<file path="src/rtl/core/numlit_pkg.sv">
// Shared types, character codes and decode functions for the numeric literal classifier.
// Used by numeric_literal_classifier and its port checker; depends on nothing else.
`timescale 1ns / 1ps

package numlit_pkg;

   localparam int CODE_W  = 16;
   localparam int CLASS_W = 2;

   // Character codes that the decoder looks at.
   localparam logic [CODE_W-1:0] CHAR_NUL   = 16'h0000;
   localparam logic [CODE_W-1:0] CHAR_PLUS  = 16'h002B;
   localparam logic [CODE_W-1:0] CHAR_MINUS = 16'h002D;
   localparam logic [CODE_W-1:0] CHAR_POINT = 16'h002E;
   localparam logic [CODE_W-1:0] CHAR_ZERO  = 16'h0030;
   localparam logic [CODE_W-1:0] CHAR_ONE   = 16'h0031;
   localparam logic [CODE_W-1:0] CHAR_EIGHT = 16'h0038;
   localparam logic [CODE_W-1:0] CHAR_NINE  = 16'h0039;
   localparam logic [CODE_W-1:0] CHAR_UP_A  = 16'h0041;
   localparam logic [CODE_W-1:0] CHAR_UP_E  = 16'h0045;
   localparam logic [CODE_W-1:0] CHAR_UP_F  = 16'h0046;
   localparam logic [CODE_W-1:0] CHAR_UP_X  = 16'h0058;
   localparam logic [CODE_W-1:0] CHAR_LO_A  = 16'h0061;
   localparam logic [CODE_W-1:0] CHAR_LO_E  = 16'h0065;
   localparam logic [CODE_W-1:0] CHAR_LO_F  = 16'h0066;
   localparam logic [CODE_W-1:0] CHAR_LO_X  = 16'h0078;

   typedef enum logic [CLASS_W-1:0] {
      CLASS_STRING = 2'd0,
      CLASS_INT    = 2'd1,
      CLASS_FLOAT  = 2'd2
   } class_type;

   typedef enum logic [1:0] {
      BASE_NONE = 2'd0,
      BASE_DEC  = 2'd1,
      BASE_HEX  = 2'd2,
      BASE_OCT  = 2'd3
   } base_type;

   typedef enum logic [6:0] {
      PH_START  = 7'b0000001,
      PH_ZERO   = 7'b0000010,
      PH_ZERO_X = 7'b0000100,
      PH_BODY   = 7'b0001000,
      PH_POINT  = 7'b0010000,
      PH_E      = 7'b0100000,
      PH_ESIGN  = 7'b1000000
   } phase_type;

   // What one body character does to the running state.
   typedef struct packed {
      phase_type phase;
      logic      point_seen;
      logic      reject;
   } body_res_type;

   function automatic logic is_dig(input logic [CODE_W-1:0] c);
      return c inside {[CHAR_ZERO:CHAR_NINE]};
   endfunction

   function automatic logic is_sign(input logic [CODE_W-1:0] c);
      return (c == CHAR_PLUS) || (c == CHAR_MINUS);
   endfunction

   function automatic logic is_e(input logic [CODE_W-1:0] c);
      return (c == CHAR_LO_E) || (c == CHAR_UP_E);
   endfunction

   function automatic logic is_hex_letter(input logic [CODE_W-1:0] c);
      return c inside {[CHAR_LO_A:CHAR_LO_F], [CHAR_UP_A:CHAR_UP_F]};
   endfunction

   function automatic body_res_type body_step(input logic [CODE_W-1:0] c,
                                              input base_type          base,
                                              input logic              point_seen,
                                              input logic              exp_seen);
      body_res_type res;
      res.phase      = PH_BODY;
      res.point_seen = point_seen;
      res.reject     = 1'b0;
      if (is_sign(c)) begin
         res.reject = 1'b1;
      end else if (c == CHAR_POINT) begin
         if (point_seen) begin
            res.reject = 1'b1;
         end else begin
            res.point_seen = 1'b1;
            res.phase      = PH_POINT;
         end
      end else if (is_e(c)) begin
         res.phase = PH_E;
      end else if (is_hex_letter(c)) begin
         res.reject = (base == BASE_DEC) || exp_seen;
      end else if (is_dig(c)) begin
         res.reject = (base == BASE_OCT) && (c >= CHAR_EIGHT);
      end else begin
         res.reject = 1'b1;
      end
      return res;
   endfunction

   function automatic class_type final_class(input base_type base,
                                             input logic     point_seen,
                                             input logic     exp_seen);
      logic frac;
      frac = point_seen || exp_seen;
      if ((base == BASE_DEC) && frac) begin
         return CLASS_FLOAT;
      end else if ((base != BASE_NONE) && !frac) begin
         return CLASS_INT;
      end
      return CLASS_STRING;
   endfunction

endpackage

</file>
<file path="src/rtl/core/numeric_literal_classifier.sv">
// Numeric literal classifier: decodes a character stream into string, integer or float.
// Depends on numlit_pkg for character codes, state codes and decode functions.
`timescale 1ns / 1ps

//  channel | direction | handshake                 | payload
//  req     | in        | req_valid / req_stall     | req_code (16 bits, 0 ends the string)
//  rsp     | out       | rsp_valid / rsp_stall     | rsp_class_res (2 bits)
//
// One character is taken every clock while req_stall is low; the state flops update in the cycle of acceptance.
// A terminator puts its class in the result register, visible in the next cycle.
// req_stall rises only while a result waits in the result register and rsp_stall is high.
// Synchronous active-high reset returns the decoder to the start of a string.

module numeric_literal_classifier
   import numlit_pkg::*;
(
   input  logic               clock,
   input  logic               reset,
   input  logic               req_valid,
   output logic               req_stall,
   input  logic [CODE_W-1:0]  req_code,
   output logic               rsp_valid,
   input  logic               rsp_stall,
   output logic [CLASS_W-1:0] rsp_class_res
);

   phase_type phase_ff, phase_in;
   base_type  base_ff, base_in;
   logic      sign_seen_ff, sign_seen_in;
   logic      point_seen_ff, point_seen_in;
   logic      exp_seen_ff, exp_seen_in;
   logic      exp_sign_seen_ff, exp_sign_seen_in;
   logic      rejected_ff, rejected_in;
   logic      rsp_valid_ff, rsp_valid_in;
   class_type rsp_class_ff, rsp_class_in;

   logic         req_accept;
   body_res_type body_res;
   class_type    term_class;

   assign req_stall     = rsp_valid_ff && rsp_stall;
   assign req_accept    = req_valid && !req_stall;
   assign rsp_valid     = rsp_valid_ff;
   assign rsp_class_res = rsp_class_ff;

   // Base used by the body check: a leading 0 or 0x fixes the base in the same cycle.
   base_type body_base;

   always_comb begin
      body_base = base_ff;
      case (phase_ff)
         PH_START:  body_base = BASE_DEC;
         PH_ZERO:   body_base = (is_dig(req_code) || (req_code == CHAR_POINT)) ?
                                BASE_DEC : BASE_OCT;
         PH_ZERO_X: body_base = BASE_HEX;
         default:   body_base = base_ff;
      endcase
   end

   // An exponent digit marks the exponent before the body check sees it.
   assign body_res = body_step(req_code, body_base, point_seen_ff,
                               exp_seen_ff || ((phase_ff == PH_E) && is_dig(req_code)));

   always_comb begin
      term_class = CLASS_STRING;
      if (!rejected_ff) begin
         case (phase_ff)
            PH_ZERO:           term_class = CLASS_INT;
            PH_BODY, PH_POINT: term_class = final_class(base_ff, point_seen_ff, exp_seen_ff);
            PH_E:              term_class = (base_ff == BASE_DEC) ? CLASS_STRING :
                                            final_class(base_ff, point_seen_ff, exp_seen_ff);
            default:           term_class = CLASS_STRING;
         endcase
      end
   end

   always_comb begin
      phase_in         = phase_ff;
      base_in          = base_ff;
      sign_seen_in     = sign_seen_ff;
      point_seen_in    = point_seen_ff;
      exp_seen_in      = exp_seen_ff;
      exp_sign_seen_in = exp_sign_seen_ff;
      rejected_in      = rejected_ff;
      rsp_valid_in     = rsp_valid_ff && rsp_stall;
      rsp_class_in     = rsp_class_ff;

      if (req_accept) begin
         if (req_code == CHAR_NUL) begin
            rsp_valid_in     = 1'b1;
            rsp_class_in     = term_class;
            phase_in         = PH_START;
            base_in          = BASE_NONE;
            sign_seen_in     = 1'b0;
            point_seen_in    = 1'b0;
            exp_seen_in      = 1'b0;
            exp_sign_seen_in = 1'b0;
            rejected_in      = 1'b0;
         end else if (!rejected_ff) begin
            case (phase_ff)
               PH_START: begin
                  if (is_sign(req_code)) begin
                     if (sign_seen_ff || point_seen_ff) begin
                        rejected_in = 1'b1;
                     end else begin
                        sign_seen_in = 1'b1;
                     end
                  end else if (req_code == CHAR_POINT) begin
                     if (point_seen_ff) begin
                        rejected_in = 1'b1;
                     end else begin
                        point_seen_in = 1'b1;
                     end
                  end else if (req_code inside {[CHAR_ONE:CHAR_NINE]}) begin
                     base_in       = BASE_DEC;
                     phase_in      = body_res.phase;
                     point_seen_in = body_res.point_seen;
                     rejected_in   = body_res.reject;
                  end else if (req_code == CHAR_ZERO) begin
                     phase_in = PH_ZERO;
                  end else begin
                     rejected_in = 1'b1;
                  end
               end
               PH_ZERO: begin
                  if ((req_code == CHAR_LO_X) || (req_code == CHAR_UP_X)) begin
                     phase_in = PH_ZERO_X;
                  end else begin
                     base_in       = body_base;
                     phase_in      = body_res.phase;
                     point_seen_in = body_res.point_seen;
                     rejected_in   = body_res.reject;
                  end
               end
               PH_ZERO_X: begin
                  if (is_dig(req_code) || is_hex_letter(req_code)) begin
                     base_in       = BASE_HEX;
                     phase_in      = body_res.phase;
                     point_seen_in = body_res.point_seen;
                     rejected_in   = body_res.reject;
                  end else begin
                     rejected_in = 1'b1;
                  end
               end
               PH_BODY: begin
                  phase_in      = body_res.phase;
                  point_seen_in = body_res.point_seen;
                  rejected_in   = body_res.reject;
               end
               PH_POINT: begin
                  if (is_dig(req_code) || is_e(req_code)) begin
                     phase_in      = body_res.phase;
                     point_seen_in = body_res.point_seen;
                     rejected_in   = body_res.reject;
                  end else begin
                     rejected_in = 1'b1;
                  end
               end
               PH_E: begin
                  if (is_sign(req_code)) begin
                     if ((base_ff == BASE_HEX) || exp_sign_seen_ff) begin
                        rejected_in = 1'b1;
                     end else begin
                        exp_sign_seen_in = 1'b1;
                        phase_in         = PH_ESIGN;
                     end
                  end else if (is_dig(req_code)) begin
                     exp_seen_in   = 1'b1;
                     phase_in      = body_res.phase;
                     point_seen_in = body_res.point_seen;
                     rejected_in   = body_res.reject;
                  end else if (base_ff == BASE_DEC) begin
                     rejected_in = 1'b1;
                  end else begin
                     phase_in      = body_res.phase;
                     point_seen_in = body_res.point_seen;
                     rejected_in   = body_res.reject;
                  end
               end
               PH_ESIGN: begin
                  if (is_dig(req_code)) begin
                     exp_seen_in = 1'b1;
                     phase_in    = PH_BODY;
                  end else begin
                     rejected_in = 1'b1;
                  end
               end
               default: begin
                  rejected_in = 1'b1;
               end
            endcase
         end
      end
   end

   always_ff @(posedge clock) begin
      if (reset) begin
         phase_ff         <= PH_START;
         base_ff          <= BASE_NONE;
         sign_seen_ff     <= 1'b0;
         point_seen_ff    <= 1'b0;
         exp_seen_ff      <= 1'b0;
         exp_sign_seen_ff <= 1'b0;
         rejected_ff      <= 1'b0;
         rsp_valid_ff     <= 1'b0;
      end else begin
         phase_ff         <= phase_in;
         base_ff          <= base_in;
         sign_seen_ff     <= sign_seen_in;
         point_seen_ff    <= point_seen_in;
         exp_seen_ff      <= exp_seen_in;
         exp_sign_seen_ff <= exp_sign_seen_in;
         rejected_ff      <= rejected_in;
         rsp_valid_ff     <= rsp_valid_in;
      end
   end

   always_ff @(posedge clock) begin
      rsp_class_ff <= rsp_class_in;
   end

endmodule

</file>
<file path="config.mk">
export PLATFORM = sky130hd
export DESIGN_NAME = numeric_literal_classifier
export DESIGN_NICKNAME = d
export VERILOG_FILES = /design/src/rtl/core/numlit_pkg.sv /design/src/rtl/core/numeric_literal_classifier.sv
export SDC_FILE = /design/constraint.sdc
export NUM_CORES = 1
export LEC_CHECK = 0
export CAP_MARGIN = 20
export CELL_PAD_IN_SITES_DETAIL_PLACEMENT = 1
export CELL_PAD_IN_SITES_GLOBAL_PLACEMENT = 2
export CORE_ASPECT_RATIO = 0.75
export CORE_MARGIN = 2
export CORE_UTILIZATION = 32
export CTS_CLUSTER_DIAMETER = 120
export DETAILED_ROUTE_END_ITERATION = 7
export DONT_BUFFER_PORTS = 1
export GPL_ROUTABILITY_DRIVEN = 0
export PLACE_DENSITY = 0.73
export REMOVE_ABC_BUFFERS = 1
export SLEW_MARGIN = 40
export SYNTH_ARGS = -nofsm -noshare
export SYNTH_HDL_FRONTEND = slang
export SYNTH_SLANG_ARGS = --single-unit
</file>
<file path="constraint.sdc">
create_clock -name clock -period 2.6 [get_ports clock]
set_input_delay 0.52 -clock clock [delete_from_list [all_inputs] [get_ports clock]]
set_output_delay 0.52 -clock clock [all_outputs]
set_load 0.01 [all_outputs]
</file>
==> results of run 1 <==
[routing by layer]
metal	part of all wire	wire [µm]	GRT usage
met4	0.012	69	0.0484
met2	0.42	2360	0.334
met1	0.49	2800	0.307
met5	0	0	0
met3	0.076	431	0.0620
[cells in the final DEF, fill, tap and decap left out, types with 3 or more instances in the layout]
| master | synthesis | routed |
|---|---|---|
| nand2_1 | 16 | 16 |
| a21oi_1 | 11 | 11 |
| xor2_1 | 3 | 3 |
| and3_1 | 3 | 3 |
| nor4_1 | 6 | 5 |
| inv_1 | 5 | 5 |
| a31oi_1 | 4 | 4 |
| dfxtp_1 | 15 | 15 |
| or2_2 | 5 | 5 |
| o21a_1 | 3 | 3 |
| nand4b_1 | 4 | 4 |
| nor4b_1 | 4 | 4 |
| or3_1 | 5 | 5 |
| nor3_1 | 9 | 9 |
| nand2b_1 | 3 | 3 |
| a21oi_2 | 3 | 3 |
| nand4_1 | 4 | 4 |
| o31ai_1 | 7 | 7 |
| o21ai_0 | 9 | 9 |
| and2_1 | 3 | 3 |
| a21o_1 | 6 | 6 |
| o2111ai_1 | 3 | 3 |
| nor2_1 | 23 | 23 |
| clkbuf_8 | 0 | 3 |
| buf_4 | 0 | 31 |
| nand3_1 | 7 | 7 |
[worst paths after layout]
kind                     from                to  slack [ns]
max reg2reg       phase_ff[3]       phase_ff[5]        0.11
max               req_code[8]       phase_ff[5]        0.04
min reg2reg  exp_sign_seen_ff  exp_sign_seen_ff        0.49
min                     reset       phase_ff[6]        0.32
[through the flow]
step | total power, mW | cell area [µm²] | hold WS [ns] | cells
floorplan | 0.300 | 1480 | 0.437 | 195
global placement | 0.310 | 1790 | 0.458 | 283
detailed placement | 0.312 | 1790 | 0.470 | 283
CTS | 0.518 | 1830 | 0.309 | 287
global route | 0.532 | 1840 | 0.307 | 287
finish | 0.509 | 1840 | 0.321 | 287
[final cells by class]
| class | count | area (µm²) |
|---|---|---|
| fillers | 582 | 2710 |
| multi-input cells | 173 | 1110 |
| flip-flops and latches | 17 | 360 |
| repair buffers | 31 | 233 |
| well taps | 57 | 71.3 |
| clock buffers | 4 | 45.0 |
| inverters | 5 | 18.8 |
[cell families (layout without fill, tap and decap cells)]
kind of cell           count (synthesis)  count (layout)  share of synthesized area
AO/OA/AOI/OAI                         61              61                      0.278
XOR/XNOR                               4               4                     0.0228
buffers and inverters                 17              40                     0.0480
flip-flops                            17              17                      0.235
multiplexers                           1               1                    0.00651
AND/OR/NAND/NOR                      107             107                      0.410
[flip-flops by register name, summed over array words and instances, names as in the netlist]
name              count
rsp_valid             1
base_ff               2
rejected_ff           1
exp_sign_seen_ff      1
sign_seen_ff          1
rsp_class_res         2
exp_seen_ff           1
point_seen_ff         1
phase_ff              7
[worst register-to-register path, cell delays in order (launching register included)]
cell and delay (ns):
dfxtp_1 0.37, or4_1 0.56, o21ai_0 0.34, o32ai_1 0.14, or4b_4 0.59, and3_1 0.21, a31o_1 0.18
[power by group]
group          switching, mW  total [mW]  leakage, nW  internal (mW)
Clock                 0.0932       0.202       0.0228          0.109
Sequential           0.00246       0.268        0.144          0.266
Combinational         0.0193      0.0383        0.528         0.0190
[timing repair]
item | CTS | global route
endpoints found under the setup margin | 0 | 5
resized for setup | 0 | 1
hold endpoints to repair | 0 | 0
==> results.sh, run 1 <==
export IMPL_die_y_um=64.0
export IMPL_hold_class="primary input to register"
export IMPL_critical_path_max_stage_delay_ns=0.54
export IMPL_synth_area_mm2=0.00154
export IMPL_period_needed_ns=2.56
export IMPL_drv_slew=0
export IMPL_insertion_delay_ns=0.25
export IMPL_path_cells="or4_4, nor4_4, nor4bb_1, o31a_1, or4b_4, and3_1, a31o_1"
export IMPL_relSlewSlack=0.700
export IMPL_overflow=0
export IMPL_synth_enable_flop_cells=2
export IMPL_post_place_ws_ns=-0.241
export IMPL_core_area_mm2=0.00455
export IMPL_synth_seq_cells=17
export IMPL_synth_most_common_cell="nor2_1"
export IMPL_fp_dieArea_mm2=0.00538
export IMPL_ys_types=55
export IMPL_cts_hold_buffers=0
export IMPL_yosys_area_top_type_share=0.195
export IMPL_grt_pass1_vias=1763
export IMPL_skew_ns=0.000917
export IMPL_fin_nets=251
export IMPL_synthTopCellsByCount="nor2_1, nand2_1, dfxtp_1"
export IMPL_grt_pass1_wl_um=9210
export IMPL_crit_family="simple AND/OR/NAND/NOR gates"
export IMPL_synthCells=207
export IMPL_max_freq_mhz=390
export IMPL_drtPass1Iterations=4
export IMPL_routedWlPerCell_um=19.7
export IMPL_path_class="primary input to register"
export IMPL_vias=1724
export IMPL_ys_async_sr_fraction=0
export IMPL_utilization=0.404
export IMPL_drt_iter0_markers=104
export IMPL_cp_max_fo=8
export IMPL_yosys_area_top_type="dfxtp_1"
export IMPL_arrival_ns=2.71
export IMPL_fin_crit_sh=0.985
export IMPL_grt_max_degree=12
export IMPL_clkTransAtPathRegs_ns=0.07
export IMPL_leakage_nw=0.695
export IMPL_ant_nets=0
export IMPL_vias_per_cell=6.01
export IMPL_setup_viol=0
export IMPL_outcome="completed"
export IMPL_fin_ws_ns=0.0386
export IMPL_die_w_um=84.0
export IMPL_post_route_cells_drive_above_1_share=0.213
export IMPL_hold_viol=0
export IMPL_endpoint_kind="register"
export IMPL_ir_worst_vdd_uv=140
export IMPL_synth_area_leaders="dfxtp_1, nor2_1, edfxtp_1, nand2_1, a21oi_1"
export IMPL_cts_buffers=3
export IMPL_diodes=0
export IMPL_crit_cells=7
export IMPL_numPortBuffers=0
export IMPL_start_util=0.338
export IMPL_cts_tree="built"
export IMPL_cp_start_kind="primary input"
export IMPL_cp_data_required_time_ns=2.75
export IMPL_max_cap_violations=0
export IMPL_grt_usage=0.219
export IMPL_synth_ff_type="dfxtp_1"
export IMPL_placement_rows=21
export IMPL_whs_path_depth=1
export IMPL_p_per_area_mw_per_mm2=277
export IMPL_io_pins=24
export IMPL_reg2reg_depth=6
export IMPL_antenna_found_initial=0
export IMPL_route_detailed_drc=0
export IMPL_synth_area_per_cell_um2=7.42
export IMPL_path_buf_inv=0
export IMPL_wirelength_um=5660
export IMPL_root_buffer="clkbuf_8"
export IMPL_clock_sinks=17
export IMPL_postCtsSetupBuffers=0
export IMPL_clk_path_buf_depth=2
export IMPL_hpwl_um=4680
export IMPL_worst_path_max_delay_cell="or4_4"
export IMPL_tightestPinTransition_ns=0.445
export IMPL_setup_tns_ns=0
export IMPL_syn_to_final_growth_pct=19.5
export IMPL_rsz0062_at_grt="yes"
export IMPL_yosysWarnings=0
export IMPL_ys_seq_area_frac=0.235
export IMPL_htreeDepth=1
Note: power is estimated with default switching activity, not from simulation.
==> run 2, diff against run 1 <==
--- a/config.mk
+++ b/config.mk
@@ -5,19 +5,22 @@
 export SDC_FILE = /design/constraint.sdc
 export NUM_CORES = 1
 export LEC_CHECK = 0
+export ABC_AREA = 1
 export CAP_MARGIN = 20
 export CELL_PAD_IN_SITES_DETAIL_PLACEMENT = 1
 export CELL_PAD_IN_SITES_GLOBAL_PLACEMENT = 2
 export CORE_ASPECT_RATIO = 0.75
 export CORE_MARGIN = 2
-export CORE_UTILIZATION = 32
+export CORE_UTILIZATION = 30
 export CTS_CLUSTER_DIAMETER = 120
 export DETAILED_ROUTE_END_ITERATION = 7
 export DONT_BUFFER_PORTS = 1
 export GPL_ROUTABILITY_DRIVEN = 0
-export PLACE_DENSITY = 0.73
+export PLACE_DENSITY = 0.75
 export REMOVE_ABC_BUFFERS = 1
+export SKIP_CTS_REPAIR_TIMING = 1
 export SLEW_MARGIN = 40
 export SYNTH_ARGS = -nofsm -noshare
 export SYNTH_HDL_FRONTEND = slang
 export SYNTH_SLANG_ARGS = --single-unit
+export TNS_END_PERCENT = 100
==> results.sh, run 2 <==
export IMPL_regToRegStartpoint="phase_ff[0]"
export IMPL_setup_tns_ns=0
export IMPL_yosys_area_top_type="nand2_1"
export IMPL_setup_viol=0
export IMPL_start_util=0.318
export IMPL_route_detailed_drc=0
export IMPL_die_w_um=92.0
export IMPL_rsz0062_at_grt="no"
export IMPL_layout_commonest_cell="nand2_1"
export IMPL_clock_sinks=17
export IMPL_max_freq_mhz=447
export IMPL_clk_path_buf_depth=2
export IMPL_routedWlPerCell_um=15.5
export IMPL_ys_seq_area_frac=0.207
export IMPL_register_area_um2=360
export IMPL_arrival_ns=2.39
export IMPL_insertion_delay_ns=0.25
export IMPL_synth_seq_cells=17
export IMPL_synth_ff_type="dfxtp_1"
export IMPL_overflow=0
export IMPL_skew_ns=0.00657
export IMPL_drtPass1Iterations=5
export IMPL_diodes=0
export IMPL_placement_rows=23
export IMPL_hpwl_um=5090
export IMPL_synthCells=300
export IMPL_path_cells="nor2_2, nand2_2, nor2_8, nand2_4, nor3b_1, inv_1, nand4_1, nand3_4, a21oi_1, nor2_1"
export IMPL_vias=1989
export IMPL_fillerInstances=764
export IMPL_cp_max_fo=10
export IMPL_synth_enable_flop_cells=2
export IMPL_p_total_mw=1.76
export IMPL_drt_iter0_markers=136
export IMPL_grt_pass1_vias=1954
export IMPL_ir_worst_vdd_uv=303
export IMPL_tightestPinTransition_ns=0.484
export IMPL_p_per_area_mw_per_mm2=906
export IMPL_critical_path_max_stage_delay_ns=0.43
export IMPL_fin_crit_sh=0.860
export IMPL_ys_async_sr_fraction=0
export IMPL_endpoint_kind="register"
export IMPL_die_y_um=70.0
export IMPL_cp_start_kind="primary input"
export IMPL_htreeDepth=1
export IMPL_grt_max_degree=14
export IMPL_crit_start="req_code[14]"
export IMPL_fin_nets=333
export IMPL_grt_usage=0.194
export IMPL_antenna_found_initial=0
export IMPL_numPortBuffers=0
export IMPL_synthTopCellsByCount="nand2_1, inv_1, nor2_1"
export IMPL_worst_path_max_delay_cell="nor3b_1"
export IMPL_utilization=0.355
export IMPL_cts_buffers=3
export IMPL_final_area_mm2=0.00194
export IMPL_cp_data_required_time_ns=2.75
export IMPL_leakage_nw=0.944
export IMPL_period_needed_ns=2.24
export IMPL_hold_viol=0
export IMPL_synth_area_leaders="nand2_1, dfxtp_1, inv_1, nor2_1, nand3_1"
export IMPL_wirelength_um=5990
export IMPL_r2r_end="phase_ff[4]"
export IMPL_multi_input_area_mm2=0.00117
export IMPL_outcome="completed"
export IMPL_max_cap_violations=0
export IMPL_placed_area_mm2=0.00189
export IMPL_syn_to_final_growth_pct=11.6
export IMPL_synth_area_per_cell_um2=5.80
export IMPL_top_register="phase_ff"
export IMPL_yosys_area_top_type_share=0.175
export IMPL_vias_per_cell=5.14
export IMPL_post_route_cells_drive_above_1_share=0.0929
export IMPL_ant_nets=0
export IMPL_root_buffer="clkbuf_8"
export IMPL_synth_area_mm2=0.00174
export IMPL_cts_tree="built"
export IMPL_ff2ff_setup_slack_ns=0.43
export IMPL_yosysWarnings=0
export IMPL_core_area_mm2=0.00547
export IMPL_clkTransAtPathRegs_ns=0.07
export IMPL_io_pins=24
export IMPL_path_class="primary input to register"
export IMPL_fp_dieArea_mm2=0.00643
export IMPL_synth_most_common_cell="nand2_1"
export IMPL_grt_pass1_wl_um=10100
export IMPL_largest_reg_flops=7
export IMPL_relSlewSlack=0.677
export IMPL_drv_slew=0
export IMPL_reg2reg_depth=14
export IMPL_final_cell_mix="nand2_1, inv_1, nor2_1, nand3_1, nand4_1"
export IMPL_endpoint="phase_ff[4]"
export IMPL_ys_types=34
export IMPL_hold_class="primary input to register"
run 2: cell types whose count changed in the layout (fill, tap and decap cells not counted), moves of 14 or more:
cell / delta
nand2_1: +65
inv_1: +49
buf_4: -22
nand3_1: +19
nor2_1: +18
nand4_1: +14
run 2: power breakdown:
group	internal [mW]	switching (mW)	total [mW]	leakage, nW
registers	0.324	0.0632	0.387	0.144
clock network	0.106	0.0949	0.201	0.0255
logic	0.395	0.778	1.17	0.774
run 2: worst min path at each step:
stage,depth (start not counted),start,to,slack (ns)
2_1_floorplan,2,exp_sign_seen_ff,exp_sign_seen_ff,0.43
3_3_place_gp,2,exp_sign_seen_ff,exp_sign_seen_ff,0.44
3_5_place_dp,2,sign_seen_ff,sign_seen_ff,0.46
4_1_cts,1,reset,phase_ff[5],0.32
5_1_grt,1,reset,phase_ff[5],0.31
6_report,1,reset,phase_ff[5],0.32
run 2: routing by layer:
layer,part of all wire,vias up,global-route usage
met2,0.39,51,0.270
met4,0.0013,0,0.0166
met3,0.074,2,0.0539
met5,0,-,0
li1,-,1016,-
met1,0.54,920,0.302
run 2: cell families after synthesis:
logic type	Yosys count	share of synthesized area
flops	17	0.207
simple gates	191	0.536
compound gates	36	0.132
buf+inv	56	0.125
run 2: per-stage QoR:
stage / setup slack [ns] / std cells / hold slack (ns)
final: 0.365 / 387 / 0.322
after detailed placement: 0.111 / 383 / 0.455
after floorplan: 0.386 / 299 / 0.430
after global routing: 0.130 / 387 / 0.306
after global placement: 0.212 / 383 / 0.443
after CTS: 0.330 / 387 / 0.316
run 2: worst max-delay path: cells and delay by family:
kind	cells	cell delay [ns]
compound gates	1	0.16
buf+inv	1	0.24
simple gates	8	1.47
run 2: final cells by class:
class | count | area share
flip-flops and latches | 17 | 0.185
repair buffers | 9 | 0.0348
clock inverters | 1 | 0.00258
clock buffers | 3 | 0.0212
multi-input cells | 227 | 0.601
well taps | 75 | 0.0483
inverters | 55 | 0.106
